`config.mk`:
```
export PLATFORM = sky130hd
export DESIGN_NAME = http_chunked_body_decoder_unit
export DESIGN_NICKNAME = d
export VERILOG_FILES = /design/src/hw/rtl/chd_pkg.sv /design/src/hw/rtl/chd_step.sv /design/src/hw/rtl/http_chunked_body_decoder_unit.sv
export SDC_FILE = /design/constraint.sdc
export NUM_CORES = 1
export LEC_CHECK = 0
export ABC_CLOCK_PERIOD_IN_PS = 6200
export BUFFER_PORTS_ARGS = -buffer_cell sky130_fd_sc_hd__buf_2
export CAP_MARGIN = 40
export CORE_MARGIN = 5
export CORE_UTILIZATION = 40
export CTS_BUF_LIST = sky130_fd_sc_hd__clkbuf_4
export CTS_CLUSTER_DIAMETER = 200
export DETAILED_ROUTE_END_ITERATION = 7
export PLACE_DENSITY = 0.59
export SLEW_MARGIN = 30
export SYNTH_ARGS = -nofsm -noshare
export SYNTH_HDL_FRONTEND = slang
export SYNTH_HIERARCHICAL = 1
export SYNTH_SLANG_ARGS = --single-unit
```
`constraint.sdc`:
```
create_clock -name clk_i -period 6.2 [get_ports clk_i]
set_clock_uncertainty 0.15 [all_clocks]
set_input_delay 0.31 -clock clk_i [delete_from_list [all_inputs] [get_ports clk_i]]
set_output_delay 0.31 -clock clk_i [all_outputs]
set_load 0.05 [all_outputs]
```
`src/hw/rtl/chd_pkg.sv`:
```
// Shared types, character codes and byte classifiers for the chunked body decoder.
// No dependencies; imported by chd_step and the top level.
`default_nettype none

package chd_pkg;

  // Size-line parse and payload phases
  typedef enum logic [2:0] {
    PH_LEAD   = 3'd0,
    PH_SIGN   = 3'd1,
    PH_ZERO   = 3'd2,
    PH_PREFIX = 3'd3,
    PH_DIGITS = 3'd4,
    PH_SKIP   = 3'd5,
    PH_DATA   = 3'd6,
    PH_DONE   = 3'd7
  } phase_e;

  // Control state carried between the step logic and the state registers
  typedef struct packed {
    phase_e phase;
    logic   saw_cr;
  } ctrl_t;

  localparam logic [7:0] CHR_CR    = 8'h0D;
  localparam logic [7:0] CHR_LF    = 8'h0A;
  localparam logic [7:0] CHR_TAB   = 8'h09;
  localparam logic [7:0] CHR_VT    = 8'h0B;
  localparam logic [7:0] CHR_FF    = 8'h0C;
  localparam logic [7:0] CHR_SPACE = 8'h20;
  localparam logic [7:0] CHR_PLUS  = 8'h2B;
  localparam logic [7:0] CHR_MINUS = 8'h2D;
  localparam logic [7:0] CHR_ZERO  = 8'h30;
  localparam logic [7:0] CHR_X_LO  = 8'h78;
  localparam logic [7:0] CHR_X_UP  = 8'h58;
  localparam int unsigned HEX_RADIX_BITS = 4;  // log2 of radix 16

  // strtol whitespace class
  function automatic logic is_space(input logic [7:0] c);
    is_space = (c == CHR_SPACE) || (c == CHR_TAB) || (c == CHR_LF) ||
               (c == CHR_VT) || (c == CHR_FF) || (c == CHR_CR);
  endfunction

  function automatic logic is_hex(input logic [7:0] c);
    is_hex = (c >= 8'h30 && c <= 8'h39) || (c >= 8'h61 && c <= 8'h66) ||
             (c >= 8'h41 && c <= 8'h46);
  endfunction

  // Digit value; only meaningful where is_hex holds
  function automatic logic [3:0] hex_digit(input logic [7:0] c);
    logic [7:0] v;
    if (c <= 8'h39) begin
      v = c - 8'h30;
    end else if (c >= 8'h61) begin
      v = c - 8'h57;
    end else begin
      v = c - 8'h37;
    end
    hex_digit = v[3:0];
  endfunction

endpackage

`default_nettype wire

```
`src/hw/rtl/chd_step.sv`:
```
// Next-state and result logic for one body byte of the chunked decoder.
// Depends on chd_pkg for phase codes, character codes and classifiers.
`default_nettype none

module chd_step #(
  parameter int unsigned SIZE_BITS = 32
) (
  input  var chd_pkg::ctrl_t        ctrl_q_i,
  input  var logic [SIZE_BITS-1:0]  count_q_i,
  input  var logic [7:0]            byte_i,
  output var chd_pkg::ctrl_t        ctrl_d_o,
  output var logic [SIZE_BITS-1:0]  count_d_o,
  output var logic                  pass_o,
  output var logic                  finished_o
);
  import chd_pkg::*;

  logic                 hex;
  logic [3:0]           dig;
  logic [SIZE_BITS-1:0] base;
  logic [SIZE_BITS-1:0] shifted;
  logic                 end_zero;
  logic [SIZE_BITS-1:0] dec;

  // Accumulate one hex digit, saturating at the all-ones size
  assign hex  = is_hex(byte_i);
  assign dig  = hex_digit(byte_i);
  assign base = (ctrl_q_i.phase == PH_LEAD) ? '0 : count_q_i;
  assign shifted = (|base[SIZE_BITS-1 -: HEX_RADIX_BITS]) ? '1 :
                   {base[SIZE_BITS-HEX_RADIX_BITS-1:0], dig};
  assign end_zero = (count_q_i == '0);
  assign dec      = count_q_i - SIZE_BITS'(1);

  always_comb begin
    ctrl_d_o  = ctrl_q_i;
    count_d_o = count_q_i;
    pass_o    = 1'b0;
    case (ctrl_q_i.phase)
      PH_LEAD: begin
        if (!is_space(byte_i)) begin
          count_d_o = '0;
          if (byte_i == CHR_PLUS) begin
            ctrl_d_o.phase = PH_SIGN;
          end else if (byte_i == CHR_MINUS) begin
            ctrl_d_o.phase = PH_DONE;
          end else if (byte_i == CHR_ZERO) begin
            ctrl_d_o.phase = PH_ZERO;
          end else if (hex) begin
            count_d_o      = shifted;
            ctrl_d_o.phase = PH_DIGITS;
          end else begin
            ctrl_d_o.phase = PH_DONE;
          end
        end
      end
      PH_SIGN: begin
        if (byte_i == CHR_ZERO) begin
          ctrl_d_o.phase = PH_ZERO;
        end else if (hex) begin
          count_d_o      = shifted;
          ctrl_d_o.phase = PH_DIGITS;
        end else begin
          ctrl_d_o.phase = PH_DONE;
        end
      end
      PH_ZERO, PH_DIGITS: begin
        if (ctrl_q_i.phase == PH_ZERO &&
            (byte_i == CHR_X_LO || byte_i == CHR_X_UP)) begin
          ctrl_d_o.phase = PH_PREFIX;
        end else if (hex) begin
          count_d_o      = shifted;
          ctrl_d_o.phase = PH_DIGITS;
        end else if (end_zero) begin
          // zero-size chunk terminates the body
          ctrl_d_o.phase = PH_DONE;
        end else begin
          ctrl_d_o.phase  = PH_SKIP;
          ctrl_d_o.saw_cr = (byte_i == CHR_CR);
        end
      end
      PH_PREFIX: begin
        if (hex) begin
          count_d_o      = shifted;
          ctrl_d_o.phase = PH_DIGITS;
        end else begin
          ctrl_d_o.phase = PH_DONE;
        end
      end
      PH_SKIP: begin
        // drop the rest of the size line up to CR LF
        if (ctrl_q_i.saw_cr && byte_i == CHR_LF) begin
          ctrl_d_o.saw_cr = 1'b0;
          ctrl_d_o.phase  = end_zero ? PH_LEAD : PH_DATA;
        end else begin
          ctrl_d_o.saw_cr = (byte_i == CHR_CR);
        end
      end
      PH_DATA: begin
        if (!end_zero) begin
          pass_o    = 1'b1;
          count_d_o = dec;
        end
        if (end_zero || dec == '0) begin
          ctrl_d_o.phase = PH_LEAD;
        end
      end
      default: begin
        ctrl_d_o.phase = PH_DONE;
      end
    endcase
  end

  assign finished_o = (ctrl_d_o.phase == PH_DONE);

endmodule

`default_nettype wire

```
`src/hw/rtl/http_chunked_body_decoder_unit.sv`:
```
// Top level of the HTTP/1.1 chunked body decoder: input register, decode state
// and result register. Depends on chd_pkg and chd_step.
`default_nettype none

// Decodes a chunked message body one byte per transfer and returns one result
// per input byte: the byte with out_valid set when it is payload, and the
// finished flag once a zero, negative or malformed chunk size has ended the
// body. A byte with frame_end set is decoded normally and then returns the
// decoder to its reset state. Throughput is one byte per clock cycle while
// res_ready is high; a byte passes through the input register, then through the
// decode logic into the result register. The size counter is SIZE_BITS wide and
// saturates at its all-ones value.
module http_chunked_body_decoder_unit #(
  parameter int unsigned SIZE_BITS = 32
) (
  input  var logic       clk_i,
  input  var logic       rst_ni,
  input  var logic       in_valid_i,
  output var logic       in_ready_o,
  input  var logic [7:0] in_byte_i,
  input  var logic       frame_end_i,
  output var logic       res_valid_o,
  input  var logic       res_ready_i,
  output var logic [7:0] out_byte_o,
  output var logic       out_valid_o,
  output var logic       finished_o
);
  import chd_pkg::*;

  logic                 s1_valid_q;
  logic [7:0]           s1_byte_q;
  logic                 s1_fe_q;
  logic                 s1_adv;
  ctrl_t                ctrl_q, ctrl_d;
  logic [SIZE_BITS-1:0] count_q, count_d;
  logic                 pass;
  logic                 fin;
  logic                 res_valid_q;
  logic [7:0]           out_byte_q;
  logic                 out_valid_q;
  logic                 finished_q;

  // Advance the input register into the result register when it is free
  assign s1_adv     = s1_valid_q && (!res_valid_q || res_ready_i);
  assign in_ready_o = !s1_valid_q || s1_adv;

  chd_step #(
    .SIZE_BITS(SIZE_BITS)
  ) u_step (
    .ctrl_q_i  (ctrl_q),
    .count_q_i (count_q),
    .byte_i    (s1_byte_q),
    .ctrl_d_o  (ctrl_d),
    .count_d_o (count_d),
    .pass_o    (pass),
    .finished_o(fin)
  );

  // Input register
  always_ff @(posedge clk_i or negedge rst_ni) begin
    if (!rst_ni) begin
      s1_valid_q <= 1'b0;
    end else if (in_ready_o) begin
      s1_valid_q <= in_valid_i;
    end
  end

  always_ff @(posedge clk_i) begin
    if (in_valid_i && in_ready_o) begin
      s1_byte_q <= in_byte_i;
      s1_fe_q   <= frame_end_i;
    end
  end

  // Decode state: update per byte, return to reset after frame end
  always_ff @(posedge clk_i or negedge rst_ni) begin
    if (!rst_ni) begin
      ctrl_q  <= '{phase: PH_LEAD, saw_cr: 1'b0};
      count_q <= '0;
    end else if (s1_adv) begin
      if (s1_fe_q) begin
        ctrl_q  <= '{phase: PH_LEAD, saw_cr: 1'b0};
        count_q <= '0;
      end else begin
        ctrl_q  <= ctrl_d;
        count_q <= count_d;
      end
    end
  end

  // Result register
  always_ff @(posedge clk_i or negedge rst_ni) begin
    if (!rst_ni) begin
      res_valid_q <= 1'b0;
    end else if (!res_valid_q || res_ready_i) begin
      res_valid_q <= s1_valid_q;
    end
  end

  always_ff @(posedge clk_i) begin
    if (s1_adv) begin
      out_byte_q  <= pass ? s1_byte_q : 8'h00;
      out_valid_q <= pass;
      finished_q  <= fin;
    end
  end

  assign res_valid_o = res_valid_q;
  assign out_byte_o  = out_byte_q;
  assign out_valid_o = out_valid_q;
  assign finished_o  = finished_q;

endmodule

`default_nettype wire

```
==> flow_metrics.tcl <==
set metrics [dict create \
    vias_per_cell 6.11 \
    drtPass1Iterations 5 \
    drt_iter0_markers 361 \
    min_period_ps 3740 \
    clk_pin_slew_worst_paths_ps 110 \
    die_area_um2 14000 \
    cp.arrival_ps 3900 \
    crit_path_cell_trace "inv_1, ha_1, or3b_1, or2_1, or4_4, nand2_8, inv_2, a221o_1, nor2b_1, mux2_4" \
    seq_area_frac_synth 0.324 \
    worstPathMaxFanout 27 \
    area_delta_synth_final_pct 8.61 \
    tightest_slew_ps 704 \
    r2r_setup_slack_ps 2460 \
    drive_gt1_frac 0.167 \
    drt-total-wl_um 12700 \
    slowest_stage "or4_4" \
    grt_max_degree 38 \
    cts_max_path_buffers 2 \
    drc 0 \
    vias 4284 \
    postCtsSetupRepairBufs 0 \
    status "completed" \
    cts_hold_buf 12 \
    grt_pass1_wl_um 21000 \
    dp_hpwl_um 8520 \
    slew_headroom 0.527 \
    gr-total-overflow 0 \
    syn_nets 560 \
    ys_types 71 \
    grt_util_all_layers 0.182 \
    clock_latency_ps 430 \
    worstPathRequired_ps 6350 \
    antenna_cells 0 \
    drv_cap 0 \
    start_kind "register" \
    slew_viol_final 0 \
    max_freq_mhz 267 \
    cts_tree "done" \
    numCtsBuffers 9 \
    cp-end-kind "register" \
    die_w_um 118 \
    finalSetupViolCount 0 \
    synth_edf_count 19 \
    die_h_um 118 \
    cts-root-buf "clkbuf_4" \
    grt_pass1_vias 4069 \
    io_pins 25 \
    hp-class "in2async" \
    synth-main-ff-cell "dfrtp_1" \
    slowest_delay_ps 640 \
    fin_crit_sh 0.604 \
    port_buffers 24 \
    gp_congestion 0.906 \
    fp-row-count 39 \
    grt_antenna_before_repair 0 \
    postSynthCellCount 540 \
    numClockSinks 57 \
    hold_viol 0 \
    wl_per_cell_um 18.1 \
    syn_area_per_cell_um2 8.69 \
    ys_ff_latch 57 \
    final_cell_mix "nor2_1 (56), dfrtp_1 (38), nand2_1 (32), o21ai_0 (30)" \
    yosys_warnings 6 \
    final_common_cell "nor2_1" \
    path_class "reg2reg" \
    core_area_um2 11500 \
    antenna_left 0 \
    rsz0062_at_grt "no" \
    cts_max_level 3 \
    synth_area_um2 4690 \
    nNetsFinal 573 \
    initial_core_util 0.409 \
    ctsResizeCount 0 \
    async_reset_ff_frac 0.667 \
    tns_ps 0 \
]
-- flip-flops by register name, summed over array words and instances, names as in the netlist --
name / count
s1_fe_q: 1
res_valid_o: 1
out_valid_o: 1
finished_o: 1
ctrl_q: 4
s1_byte_q: 8
s1_valid_q: 1
count_q: 32
out_byte_o: 8
-- kinds of logic after synthesis --
| kind of cell | count (synthesis) | share of synthesized area |
|---|---|---|
| mux | 39 | 0.101 |
| flops | 57 | 0.324 |
| simple gates | 240 | 0.290 |
| buf+inv | 51 | 0.0571 |
| fa+ha+maj | 7 | 0.0187 |
| compound gates | 134 | 0.187 |
| xor+xnor | 12 | 0.0224 |
-- path summary, 6_finish.rpt --
kind	from	to	depth (start not counted)
max in group asynchronous	rst_ni	count_q[15]$_DFFE_PN0P_	3
min reg2reg	s1_valid_q$_DFFE_PN0P_	res_valid_o$_DFFE_PN0P_	1
max reg2reg	count_q[0]$_DFFE_PN0P_	count_q[13]$_DFFE_PN0P_	10
min	rst_ni	ctrl_q[2]$_DFFE_PN0P_	2
max	count_q[0]$_DFFE_PN0P_	count_q[13]$_DFFE_PN0P_	10
min in group clk_i	s1_valid_q$_DFFE_PN0P_	res_valid_o$_DFFE_PN0P_	1
-- metrics by stage --
stage	cells	worst slack, ps	area [um^2]	util	hold WS (ps)
finish	701	2460	5100	0.445	240
global route	701	2180	5100	0.445	271
CTS	700	2430	5080	0.443	233
detailed placement	672	2480	4830	0.421	168
global placement	671	2270	4800	0.418	338
floorplan	540	2960	4690	-	-136
-- layout make-up --
class | instances | area [um^2]
multi-input cells | 432 | 2910
clock buffers | 11 | 82.6
clock inverters | 5 | 47.5
inverters | 11 | 41.3
repair buffers | 42 | 313
flip-flops and latches | 57 | 1520
well taps | 143 | 179
fillers | 1121 | 6370
-- Yosys cell counts (3+ instances only) --
| cell type | count | share of area |
|---|---|---|
| nor2_1 | 56 | 0.045 |
| dfrtp_1 | 38 | 0.20 |
| nand2_1 | 32 | 0.026 |
| o21ai_0 | 30 | 0.032 |
| mux2_2 | 26 | 0.062 |
| nor2b_1 | 26 | 0.035 |
| a21oi_1 | 24 | 0.026 |
| nor3_1 | 23 | 0.025 |
| clkbuf_1 | 22 | 0.018 |
| edfxtp_1 | 19 | 0.12 |
| o21ai_1 | 16 | 0.017 |
| and2b_1 | 15 | 0.024 |
| and2_1 | 12 | 0.016 |
| nand3_1 | 12 | 0.013 |
| mux2_4 | 10 | 0.032 |
| inv_1 | 9 | 0.0072 |
| nor4_1 | 9 | 0.012 |
| buf_2 | 7 | 0.0075 |
| buf_6 | 7 | 0.017 |
| ha_1 | 7 | 0.019 |
| nor3b_1 | 7 | 0.011 |
| o221ai_1 | 7 | 0.013 |
| a31oi_1 | 6 | 0.0080 |
| nand2b_1 | 6 | 0.0080 |
| o311ai_1 | 6 | 0.011 |
| or3_1 | 6 | 0.0080 |
| xnor2_1 | 6 | 0.011 |
| xor2_1 | 6 | 0.011 |
| a211oi_1 | 5 | 0.0080 |
| a21o_1 | 5 | 0.0080 |
| nand3b_1 | 5 | 0.0080 |
| nand4_1 | 5 | 0.0067 |
| o211ai_1 | 5 | 0.0080 |
| buf_4 | 4 | 0.0064 |
| a211o_1 | 3 | 0.0056 |
| a221o_1 | 3 | 0.0064 |
| a41oi_1 | 3 | 0.0056 |
| mux2i_1 | 3 | 0.0064 |
| nand4b_1 | 3 | 0.0056 |
| nor4_2 | 3 | 0.0080 |
| or2_1 | 3 | 0.0040 |
| or4_1 | 3 | 0.0048 |
-- worst max-delay path: cells and delay by family, from the launching register on --
kind            cells  cell delay [ps]
flops               1              470
compound gates      1              350
mux                 1              270
fa+ha+maj           1              250
simple gates        5             1840
buf+inv             2              290
-- metal layers --
layer,up-vias,share of wire,track usage,wire [um]
met4,0,0.010,0.0566,133
met5,-,0,0,0
met3,13,0.051,0.0306,652
met2,119,0.47,0.280,5930
li1,2030,-,-,-
met1,2122,0.47,0.262,5990
Power is left out: the tool's default activity adds up to more than one toggle a clock period on the data nets, which glitch-free logic cannot reach.
